File: config.mk
export PLATFORM = sky130hd
export DESIGN_NAME = grdc_ctrl
export DESIGN_NICKNAME = d
export VERILOG_FILES = /design/src/sv/grdc_pkg.sv /design/src/sv/grdc_ctrl.sv
export SDC_FILE = /design/constraint.sdc
export NUM_CORES = 1
export LEC_CHECK = 0
export BUFFER_PORTS_ARGS = -buffer_cell sky130_fd_sc_hd__buf_4
export CAP_MARGIN = 20
export CELL_PAD_IN_SITES_DETAIL_PLACEMENT = 2
export CELL_PAD_IN_SITES_GLOBAL_PLACEMENT = 2
export CORE_MARGIN = 2
export CORE_UTILIZATION = 21
export DETAILED_ROUTE_END_ITERATION = 7
export PLACE_DENSITY = 0.66
export SLEW_MARGIN = 20
export SYNTH_ARGS = -nofsm -noshare
export SYNTH_HDL_FRONTEND = slang
export SYNTH_SLANG_ARGS = --single-unit
File: constraint.sdc
create_clock -name clk -period 1.1 [get_ports clk]
set_input_delay 0.165 -clock clk [delete_from_list [all_inputs] [get_ports clk]]
set_output_delay 0.165 -clock clk [all_outputs]
set_load 0.05 [all_outputs]
File: src/sv/grdc_pkg.sv
`timescale 1ns / 1ps
// Shared types and constants of the grid ray caster.
// No dependencies; imported by every module of the block but grdc_ram.
package grdc_pkg;

	localparam int FRAC      = 16;            // fraction bits of every fixed-point value
	localparam int TILE_W    = 6;             // bits of a tile index
	localparam int MAP_W     = 64;            // map columns
	localparam int MAP_H     = 64;            // map rows
	localparam int MAP_DEPTH = MAP_W * MAP_H;
	localparam int ADDR_W    = 2 * TILE_W;
	localparam int CELL_W    = 8;
	localparam int POS_W     = 22;            // Q6.16 unsigned
	localparam int VEC_W     = 19;            // Q2.16 signed
	localparam int SCL_W     = 18;            // Q1.16 signed
	localparam int PROD_W    = VEC_W + SCL_W;
	localparam int RAY_W     = 21;            // ray component, signed
	localparam int MAG_W     = 21;            // |ray component|
	localparam int DELTA_W   = 2 * FRAC + 1; // 2^32 / |r|
	localparam int EDGE_W    = FRAC + 1;      // distance to first edge in tiles
	localparam int DIST_W    = 40;            // running edge distance
	localparam int OUT_D_W   = 24;            // reported distance
	localparam int MAX_STEPS = MAP_W + MAP_H;
	localparam int STEP_CW   = 8;             // step counter, holds MAX_STEPS
	localparam int CFG_IDX_W = 3;
	localparam int IN_DATA_W  = 40;
	localparam int OUT_DATA_W = 40;

	// configuration register indexes
	typedef enum logic [CFG_IDX_W-1:0] {
		CFG_POS_X   = 3'd0,
		CFG_POS_Y   = 3'd1,
		CFG_DIR_X   = 3'd2,
		CFG_DIR_Y   = 3'd3,
		CFG_PLANE_X = 3'd4,
		CFG_PLANE_Y = 3'd5
	} cfg_idx_t;

	// datapath operations issued by the controller
	typedef enum logic [3:0] {
		OP_NONE,
		OP_CLEAR,
		OP_WRITE,
		OP_CAST,
		OP_SUM,
		OP_DIV_START,
		OP_DIV_TAKE,
		OP_EDGE_LO,
		OP_EDGE_HI,
		OP_STEP,
		OP_CHECK,
		OP_LOAD
	} op_t;

	typedef struct packed {
		op_t  op;
		logic sel;      // axis: 0 = x, 1 = y
	} cmd_t;

	typedef struct packed {
		logic clr_last;
		logic div_busy;
		logic out_full;
		logic oob;
		logic wall_nz;
		logic steps_last;
	} sts_t;

endpackage

File: src/sv/grdc_ctrl.sv
`timescale 1ns / 1ps
// Controller: sequences map clearing, ray setup, stepping and result hand-off.
// Depends on grdc_pkg.
module grdc_ctrl (
	input  logic           clk,
	input  logic           arst_n,
	input  logic           in_valid,
	input  logic           in_cast,
	output logic           in_ready,
	input  logic           out_ready,
	input  grdc_pkg::sts_t sts,
	output grdc_pkg::cmd_t cmd
);
	import grdc_pkg::*;

	typedef enum logic [3:0] {
		ST_CLEAR,
		ST_IDLE,
		ST_SUM,
		ST_DIVX,
		ST_DIVX_W,
		ST_EDGEX_LO,
		ST_EDGEX_HI,
		ST_DIVY,
		ST_DIVY_W,
		ST_EDGEY_LO,
		ST_EDGEY_HI,
		ST_STEP,
		ST_READ,
		ST_CHECK,
		ST_DONE
	} state_t;

	state_t state_q;

	// state register
	always_ff @(posedge clk or negedge arst_n) begin
		if (!arst_n) begin
			state_q <= ST_CLEAR;
		end else begin
			case (state_q)
				ST_CLEAR:    if (sts.clr_last) state_q <= ST_IDLE;
				ST_IDLE:     if (in_valid && in_cast) state_q <= ST_SUM;
				ST_SUM:      state_q <= ST_DIVX;
				ST_DIVX:     state_q <= ST_DIVX_W;
				ST_DIVX_W:   if (!sts.div_busy) state_q <= ST_EDGEX_LO;
				ST_EDGEX_LO: state_q <= ST_EDGEX_HI;
				ST_EDGEX_HI: state_q <= ST_DIVY;
				ST_DIVY:     state_q <= ST_DIVY_W;
				ST_DIVY_W:   if (!sts.div_busy) state_q <= ST_EDGEY_LO;
				ST_EDGEY_LO: state_q <= ST_EDGEY_HI;
				ST_EDGEY_HI: state_q <= ST_STEP;
				ST_STEP:     state_q <= ST_READ;
				ST_READ:     state_q <= ST_CHECK;
				ST_CHECK: begin
					if (sts.oob || sts.wall_nz || sts.steps_last) state_q <= ST_DONE;
					else state_q <= ST_STEP;
				end
				ST_DONE:     if (!sts.out_full || out_ready) state_q <= ST_IDLE;
				default:     state_q <= ST_CLEAR;
			endcase
		end
	end

	// command decode
	always_comb begin
		cmd.op  = OP_NONE;
		cmd.sel = 1'b0;
		case (state_q)
			ST_CLEAR: cmd.op = OP_CLEAR;
			ST_IDLE: begin
				if (in_valid) cmd.op = in_cast ? OP_CAST : OP_WRITE;
			end
			ST_SUM:      cmd.op = OP_SUM;
			ST_DIVX:     cmd.op = OP_DIV_START;
			ST_DIVX_W:   if (!sts.div_busy) cmd.op = OP_DIV_TAKE;
			ST_EDGEX_LO: cmd.op = OP_EDGE_LO;
			ST_EDGEX_HI: cmd.op = OP_EDGE_HI;
			ST_DIVY: begin
				cmd.op  = OP_DIV_START;
				cmd.sel = 1'b1;
			end
			ST_DIVY_W: begin
				cmd.sel = 1'b1;
				if (!sts.div_busy) cmd.op = OP_DIV_TAKE;
			end
			ST_EDGEY_LO: begin
				cmd.op  = OP_EDGE_LO;
				cmd.sel = 1'b1;
			end
			ST_EDGEY_HI: begin
				cmd.op  = OP_EDGE_HI;
				cmd.sel = 1'b1;
			end
			ST_STEP:  cmd.op = OP_STEP;
			ST_CHECK: cmd.op = OP_CHECK;
			ST_DONE:  if (!sts.out_full || out_ready) cmd.op = OP_LOAD;
			default: ;
		endcase
	end

	assign in_ready = state_q == ST_IDLE;

endmodule

==> qor.csv, run 1 <==
metric,value,unit
grt_overflow_total,0,
place_congestion,0.7430,
grt_pass1_vias,720,
grt_max_degree,8,
worst_pin_slew,444.2,ps
crit_arrival,1540,ps
synth.most_common_cell,nor2_1,
slowest_stage,dfrtp_2,
power_density,3724,mW/mm^2
setup_slack,-606.9,ps
die_y,49.54,um
ys_async_sr_fraction,100.0,%
slowest_delay,440,ps
maxCapViolations,0,
fmax,0.5859,GHz
io_pins,17,
start_util,22.19,%
synth-edff-count,0,
r2r_slack,-430,ps
critPathLaunch,state_q[3]$_DFFE_PN0P_,
setup_viol,10,
rsz0062_at_grt,yes,
synth.top_cell.area_share,22.99,%
cts_sinks,4,
grt_antenna_before_repair,0,
start_kind,register,
vias,650,
dp_hpwl,1.613,mm
rows,16,
hold_viol,0,
report.final.slew_viol_count,0,
reg2regPathDepth,6,
grt_pass1_wl,3.698,mm
whs,234.4,ps
portBuffers,16,
crit_path_end_kind,output pin,
ys_seq_area_share,22.99,%
numCtsBuffers,3,
fillers,223,
first_pass_iters,4,
syn_inst,58,
vias_per_cell,4.924,
drc,0,
cts_tree,done,
track_usage,20.47,%
insertedDiodeCount,0,
synthToLayoutAreaGrowth,137.4,%
route.antenna.remaining_nets,0,
clk_pin_slew_worst_paths,50,ps
finClkSkew,16.73,ps
cpLargestDelayFamily,compound AO/OA/AOI/OAI gates,
ys_seq_elements,4,
largest-register,state_q,
ys_types,30,
reg2reg_from,state_q[2]$_DFFE_PN0P_,
root_buffer,clkbuf_4,
yosys_warnings,0,
synthesis.nets,69,
drt_iter0_drc,3,
violations,setup timing,
cp_common_cell,buf_6,
period_share,155.2,%
largest_register_ffs,4,
die_x,49.54,um
hp-class,input pin to asynchronous set/reset pin,
ys_top_cells_by_count,"nor2_1, dfrtp_1, nand2_1, nor3_1",
yosys-top-cells-area,"dfrtp_1, nor2_1, nor3_1, a211o_1, buf_2",
peakVddDrop,1.831,mV
path_class,register to output pin,
dieArea,0.002454,sq mm
wl,2.517,mm
min_period,1707,ps
reg.largest.list,state_q x4,
cp_num_buf_inv,2,
crit_required,940,ps
cp.depth,5,
drive_gt1_share,70.48,%
clockBufferDepth,2,
htree_levels,1,
slew_headroom,70.32,%
clk_latency,260,ps
stdcell_area,0.001033,sq mm
synthFlopType,dfrtp_1,
yosysTopAreaCell,dfrtp_1,
synth_area_per_cell,7.507,sq um
wl_per_cell,19.07,um
syn_area,435.4,sq um
status,finished with violations,
core_area,0.001962,sq mm
leakage,0.4621,nW
nets,118,
critPathMaxFanout,4,
pre_cts_ws,-391.5,ps
worstPathCellList,buf_6 > a211o_1 > o211ai_1 > o31ai_4 > buf_6,
dpl_cell_area,822.0,sq um
-- report_power, final --
group	switching [mW]	total, mW	internal, mW	leakage (nW)
clock network	0.0860	0.210	0.124	0.0138
registers	0.143	0.379	0.236	0.0438
logic	1.70	3.26	1.56	0.405
-- worst reg2reg max path, delay by kind of cell (launching register included) --
family / cells / cell delay [ps]
xor gates and xnor gates: 1 / 140
DFF: 1 / 450
AOI/OAI and AO/OA: 2 / 470
buffers and inverters: 3 / 360
-- cell usage in the layout (no fill, tap or decap), drive strengths merged --
cell,n
buf,49
nor2,7
dfrtp,4
nor3,4
nand2,4
inv,3
clkbuf,3
o21ai,3
nand3b,2
a21oi,2
a211o,2
nand3,2
nor2b,2
o22ai,2
and2,1
nand2b,1
a31oi,1
a211oi,1
a221o,1
a2bb2oi,1
mux2i,1
o211ai,1
o31ai,1
a21o,1
nor4b,1
xor2,1
a2111o,1
o221ai,1
nor3b,1
dlygate4sd3,1
-- path summary, 6_finish.rpt --
| path | to |
|---|---|
| hold / removal | state_q[2]$_DFFE_PN0P_ |
| hold reg to reg | state_q[2]$_DFFE_PN0P_ |
| max in group asynchronous | state_q[1]$_DFFE_PN0P_ |
| setup / recovery | cmd[2] |
| setup reg to reg | state_q[0]$_DFFE_PN0P_ |
| min in group clk | state_q[0]$_DFFE_PN0P_ |
-- layout make-up --
type | count | area [sq um] | area share (%)
clock buffers | 3 | 22.52 | 2.179
inverters | 3 | 11.26 | 1.090
multi-input cells | 45 | 430.4 | 41.65
flip-flops and latches | 4 | 105.1 | 10.17
well taps | 27 | 33.78 | 3.269
repair buffers | 50 | 430.4 | 41.65
-- stage by stage --
| step | total power [mW] | instances | setup TNS, ps | utilization, % |
|---|---|---|---|---|
| floorplan | 2.010 | 58 | -1340 | - |
| detailed placement | 2.906 | 120 | -2543 | 41.90 |
| global placement | 2.829 | 120 | -2208 | 41.90 |
| CTS | 3.509 | 128 | -3608 | 49.11 |
| finish | 3.848 | 132 | -3902 | 52.68 |
| global route | 4.052 | 132 | -4394 | 52.68 |
-- metal layers --
metal / global-route usage, % / share of wire (%)
met1: 23.93 / 44
met2: 38.00 / 52
met3: 3.333 / 2.4
met4: 5.556 / 1.4
met5: 0 / 0
-- cell families (layout without fill, tap and decap cells) --
| logic type | Yosys count | in the layout | share of synthesized area (%) |
|---|---|---|---|
| AND/OR/NAND/NOR | 25 | 25 | 30.75 |
| AO/OA/AOI/OAI | 18 | 18 | 29.89 |
| buffers and inverters | 9 | 56 | 12.07 |
| flip-flops | 4 | 4 | 22.99 |
| XOR/XNOR | 1 | 1 | 2.012 |
| multiplexers | 1 | 1 | 2.299 |
-- repair_timing --
item | 4_1_cts | 5_1_grt
pin swaps | 5 | 4
buffers inserted | 4 | 4
gates resized for setup | 21 | 11
setup endpoints to repair | 10 | 10
endpoints found under the hold margin | 4 | 0
hold buffers | 1 | 0
Power figures use the tool's default switching activity.
==> run 2: changes to the inputs <==
--- a/config.mk
+++ b/config.mk
@@ -17,3 +17,4 @@
 export SYNTH_ARGS = -nofsm -noshare
 export SYNTH_HDL_FRONTEND = slang
 export SYNTH_SLANG_ARGS = --single-unit
+export TNS_END_PERCENT = 20
==> run 2 against run 1 <==
  * Clock power is 8% lower
  * The run still ends with setup timing left
  * Sequential cell count did not move
  * Sequential power increased by 4%
  * Global-route usage up 1.5 points
  * Maximum frequency grew 2.9%
  * Utilization shrank 0.89 points
  * Highest routed layer unchanged
  * Cell area down 1.7%
  * Register-to-register slack lost 30 ps
  * Clock skew down 4.7 ps
==> qor.csv, run 2 (synthesized netlist as in run 1, its figures left out) <==
metric,value,unit,change
wl,2.586,mm,+2.7%
peakVddDrop,2.017,mV,+10%
instances_no_fill,127,,-3.8%
start_kind,register,,
drc,0,,unchanged
finalPower,3.784,mW,-1.7%
pre_cts_ws,-426.8,ps,-35.31 ps
vias,630,,-3.1%
die_x,49.54,um,unchanged
worstPathCellList,buf_6 > nor3_4 > a31oi_2 > o21ai_4 > buf_6,,
largest_register_ffs,4,,unchanged
power_density,3724,mW/mm^2,about the same
vias_per_cell,4.961,,+0.74%
core_area,0.001962,sq mm,unchanged
cpLargestDelayFamily,flip-flops,,
track_usage,21.95,%,+1.5 points
period_share,150.8,%,-4.3 points
tns,-4127,ps,-225.6 ps
start_util,22.19,%,unchanged
dp.cells,114,,-5.0%
violations,setup timing,,
wl_per_cell,20.36,um,+6.8%
dieArea,0.002454,sq mm,unchanged
min_period,1659,ps,-47.78 ps
synthToLayoutAreaGrowth,133.3,%,
report.final.slew_viol_count,0,,unchanged
grt_antenna_before_repair,0,,unchanged
fmax,0.6027,GHz,+2.9%
slew_headroom,78.82,%,+8.5 points
place_congestion,0.7561,,+1.8%
largest-register,state_q,,
grt_pass1_wl,3.946,mm,+6.7%
finClkSkew,12.05,ps,-4.675 ps
rows,16,,unchanged
grt_pass1_vias,742,,+3.1%
cp_common_cell,buf_6,,
path_class,register to output pin,,
route.antenna.remaining_nets,0,,unchanged
crit_path_end_kind,output pin,,
leakage,0.4384,nW,-5.1%
io_pins,17,,unchanged
htree_levels,1,,unchanged
die_y,49.54,um,unchanged
final_core_utilization,51.79,%,-0.89 points
maxCapViolations,0,,unchanged
cts_tree,done,,
layout_commonest_cell,buf_4,,
cts_sinks,4,,unchanged
rsz0062_at_grt,yes,,
numCtsBuffers,3,,unchanged
grt_overflow_total,0,,unchanged
hold_viol,0,,unchanged
clk_pin_slew_worst_paths,50,ps,about the same
final_cell_mix,"buf_4, buf_6, nor2_1",,
worst_pin_slew,316.3,ps,-127.9 ps
setup_slack,-559.1,ps,+47.78 ps
nets,113,,-4.2%
crit_required,940,ps,about the same
root_buffer,clkbuf_4,,
insertedDiodeCount,0,,unchanged
slowest_stage,dfrtp_2,,
clockBufferDepth,2,,unchanged
reg.largest.list,state_q x4,,
drive_gt1_share,70.00,%,-0.48 points
clk_latency,250,ps,about the same
drt_iter0_drc,3,,unchanged
setup_viol,10,,unchanged
first_pass_iters,2,,-2
dp_hpwl,1.418,mm,-12%
status,finished with violations,,
crit_arrival,1490,ps,-50 ps
slowest_delay,460,ps,+20 ps
hp-class,input pin to asynchronous set/reset pin,,
critPathMaxFanout,6,,+2
cp_num_buf_inv,2,,unchanged
portBuffers,16,,unchanged
grt_max_degree,7,,-1
## run 2: area by class of cell
type | count | area, sq um
clock buffer | 3 | 22.52
fill | 230 | 945.9
timing repair buffer | 45 | 400.4
inverter | 3 | 11.26
sequential | 4 | 103.9
tap | 27 | 33.78
multi-input combinational | 45 | 444.2
## run 2: what timing repair did
| action | 4_1_cts | 5_1_grt |
|---|---|---|
| setup buffers | 9 | 1 |
| hold buffers | 1 | 0 |
| resized for setup | 19 | 17 |
| hold endpoints to repair | 4 | 0 |
| endpoints found under the setup margin | 10 | 10 |
| pin swaps | 7 | 6 |
## run 2: metal layers
layer | GRT usage, % | routed length, um
met1 | 23.97 | 997
met2 | 40.22 | 1475
met3 | 4.242 | 92
met4 | 10.19 | 21
met5 | 0 | 0
## run 2: where the power goes
part           switching [mW]  internal, mW
logic                    1.71          1.49
clock network          0.0715         0.123
registers               0.161         0.232
## run 2: path summary, 6_finish.rpt
check	startpoint	end	slack, ps	cells after the start
max	state_q[2]$_DFFE_PN0P_	cmd[1]	-560	5
min	arst_n	state_q[1]$_DFFE_PN0P_	260	2
max reg2reg	state_q[2]$_DFFE_PN0P_	state_q[0]$_DFFE_PN0P_	-460	6
min reg2reg	state_q[1]$_DFFE_PN0P_	state_q[0]$_DFFE_PN0P_	820	3
max in group asynchronous	arst_n	state_q[3]$_DFFE_PN0P_	710	2
min in group clk	sts[4]	state_q[0]$_DFFE_PN0P_	310	3
## run 2: worst register-to-register path, cell delays in order, from the launching register on
cell      delay, ps
dfrtp_2         460
buf_6           150
buf_6           110
buf_6           110
xor2_2          140
a2111o_1        420
o221ai_2         70
## run 2: per-stage QoR
stage / hold slack, ps / cell area, sq um
4_1_cts: 255.7 / 938.4
2_1_floorplan: -130.6 / 526.8
6_report: 261.7 / 1016
5_1_grt: 277.6 / 1016
3_5_place_dp: -36.72 / 769.5
3_3_place_gp: -38.60 / 769.5
==> run 3: changes to the inputs <==
--- a/config.mk
+++ b/config.mk
@@ -5,14 +5,15 @@
 export SDC_FILE = /design/constraint.sdc
 export NUM_CORES = 1
 export LEC_CHECK = 0
+export ABC_AREA = 1
 export BUFFER_PORTS_ARGS = -buffer_cell sky130_fd_sc_hd__buf_4
 export CAP_MARGIN = 20
 export CELL_PAD_IN_SITES_DETAIL_PLACEMENT = 2
 export CELL_PAD_IN_SITES_GLOBAL_PLACEMENT = 2
 export CORE_MARGIN = 2
-export CORE_UTILIZATION = 21
+export CORE_UTILIZATION = 19
 export DETAILED_ROUTE_END_ITERATION = 7
-export PLACE_DENSITY = 0.66
+export PLACE_DENSITY = 0.67
 export SLEW_MARGIN = 20
 export SYNTH_ARGS = -nofsm -noshare
 export SYNTH_HDL_FRONTEND = slang
==> run 3 against run 2 <==
  * The run still ends with setup timing left
  * Maximum frequency is 2.2% higher
  * Largest power group unchanged
  * Synthesized cell count increased by 40%
  * Worst setup slack better by 36 ps
  * Critical endpoint unchanged
  * Register-to-register slack gained 120 ps
  * Synthesized area is 0.86% higher
==> qor.csv, run 3 <==
metric,value,unit,change
status,finished with violations,,
violations,setup timing,,
ys_types,13,,-57%
nets,134,,+19%
largest_register_ffs,4,,unchanged
path_class,register to output pin,,
rsz0062_at_grt,yes,,
yosysTopAreaCell,dfrtp_1,,
r2r_slack,-340,ps,+120 ps
ys_async_sr_fraction,100.0,%,unchanged
htree_levels,1,,unchanged
largest-register,state_q,,
synth.most_common_cell,nand2_1,,
instances_no_fill,149,,+17%
slew_headroom,85.55,%,+6.7 points
drt_iter0_drc,8,,+5
io_pins,17,,unchanged
period_share,147.6,%,-3.2 points
numCtsBuffers,3,,unchanged
grt_pass1_vias,800,,+7.8%
insertedDiodeCount,0,,unchanged
synthFlopType,dfrtp_1,,
synthesis.nets,92,,+33%
hold_viol,0,,unchanged
layout_commonest_cell,buf_4,,
rr_endpoint,state_q[1]$_DFFE_PN0P_,,
crit_path_end_kind,output pin,,
clockBufferDepth,2,,unchanged
synth-edff-count,0,,unchanged
track_usage,17.92,%,-4.0 points
peakVddDrop,1.673,mV,-17%
dp.cells,138,,+21%
reg2reg_from,state_q[0]$_DFFE_PN0P_,,
fillers,262,,+14%
die_y,52.08,um,+5.1%
leakage,0.4887,nW,+11%
wl,2.242,mm,-13%
synth_area_per_cell,5.422,sq um,-28%
drive_gt1_share,51.24,%,-19 points
clk_pin_slew_worst_paths,40,ps,about the same
setup_viol,10,,unchanged
grt_max_degree,7,,unchanged
cts_sinks,4,,unchanged
wl_per_cell,15.05,um,-26%
first_pass_iters,4,,+2
core_area,0.002191,sq mm,+12%
critPathMaxFanout,5,,-1
dp_hpwl,1.722,mm,+21%
synthToLayoutAreaGrowth,97.44,%,
portBuffers,16,,unchanged
start_kind,register,,
drc,0,,unchanged
synth.top_cell.area_share,22.79,%,-0.20 points
hp-class,input pin to asynchronous set/reset pin,,
vias,683,,+8.4%
vias_per_cell,4.584,,-7.6%
grt_antenna_before_repair,0,,unchanged
setup_slack,-523.6,ps,+35.51 ps
reg.largest.list,state_q x4,,
route.antenna.remaining_nets,0,,unchanged
grt_pass1_wl,3.519,mm,-11%
dieArea,0.002712,sq mm,+11%
ys_top_cells_by_count,"nand2_1, inv_1, nand3_1, nor2_1",,
worst_pin_slew,214.5,ps,-101.8 ps
clk_latency,240,ps,about the same
syn_inst,81,,+40%
grt_overflow_total,0,,unchanged
die_x,52.08,um,+5.1%
yosys-top-cells-area,"dfrtp_1, nand2_1, inv_1, nand3_1, nor2_1",,
rows,17,,+1
ys_seq_area_share,22.79,%,-0.20 points
fmax,0.6159,GHz,+2.2%
place_congestion,0.7524,,-0.49%
reg2regPathDepth,9,,+3
root_buffer,clkbuf_4,,
power_density,3863,mW/mm^2,+3.7%
final_cell_mix,"buf_4, nand2_1, inv_1",,
crit_required,940,ps,about the same
crit_arrival,1460,ps,-30 ps
start_util,20.05,%,-2.1 points
finClkSkew,1.498,ps,-10.56 ps
min_period,1624,ps,-35.51 ps
ys_seq_elements,4,,unchanged
pre_cts_ws,-406.3,ps,+20.49 ps
syn_area,439.2,sq um,+0.86%
yosys_warnings,0,,unchanged
cts_tree,done,,
report.final.slew_viol_count,0,,unchanged
maxCapViolations,0,,unchanged
run 3: worst max-delay path by stage:
stage,startpoint,endpoint,slack (ps),cells after the start
CTS,state_q[0]$_DFFE_PN0P_,cmd[2],-500,7
finish,state_q[0]$_DFFE_PN0P_,cmd[1],-520,6
global route,state_q[1]$_DFFE_PN0P_,cmd[2],-610,7
detailed placement,state_q[3]$_DFFE_PN0P_,state_q[3]$_DFFE_PN0P_,-410,9
floorplan,state_q[0]$_DFFE_PN0P_,cmd[1],-570,6
global placement,state_q[2]$_DFFE_PN0P_,cmd[1],-380,6
run 3: critical path, cell delays in order (launching register included):
cell,delay (ps)
dfrtp_2,450
inv_2,100
nor2_4,60
buf_4,130
a22oi_2,180
nand4_1,130
buf_6,180
run 3: cell families (layout without fill, tap and decap cells):
logic type      after synthesis  count (layout)  share of synthesized area, %
simple gates                 50              50                         49.57
buf+inv                      18              58                         15.38
compound gates                9               9                         12.25
flops                         4               4                         22.79
run 3: layout make-up:
type	instances	area, sq um	area share [%]
multi-input combinational	59	322.8	37.23
timing repair buffer	37	310.3	35.79
sequential	4	105.1	12.12
inverter	18	71.32	8.225
tap	28	35.03	4.040
clock buffer	3	22.52	2.597
run 3: layer usage:
layer	up-vias	share of wire [%]	GRT usage, %
met5	-	0	0
met4	0	0.76	7.895
met3	3	0.94	1.149
met2	10	54	33.54
met1	331	45	20.49
li1	339	-	-
run 3: metrics by stage:
step | utilization (%) | area, sq um | TNS (ps) | power, mW | hold slack [ps]
6_report | 39.58 | 867.1 | -3945 | 3.350 | 260.3
5_1_grt | 39.58 | 867.1 | -4743 | 3.563 | 272.8
4_1_cts | 37.75 | 827.0 | -3703 | 3.222 | 256.1
3_5_place_dp | 32.21 | 705.7 | -3267 | 2.617 | -32.49
3_3_place_gp | 32.21 | 705.7 | -2790 | 2.538 | -34.75
2_1_floorplan | - | 452.9 | -1761 | 1.717 | -130.6
run 3: timing repair:
item,in CTS,in global routing
hold endpoints to repair,4,0
hold buffers,1,0
resized for setup,20,6
pin swaps,5,5
setup buffers,4,3
endpoints found under the setup margin,10,10
run 3: power breakdown:
group | internal (mW) | total, mW | switching [mW]
Clock | 0.123 | 0.191 | 0.0685
Combinational | 1.12 | 2.76 | 1.65
Sequential | 0.238 | 0.394 | 0.156
Total | 1.48 | 3.35 | 1.87
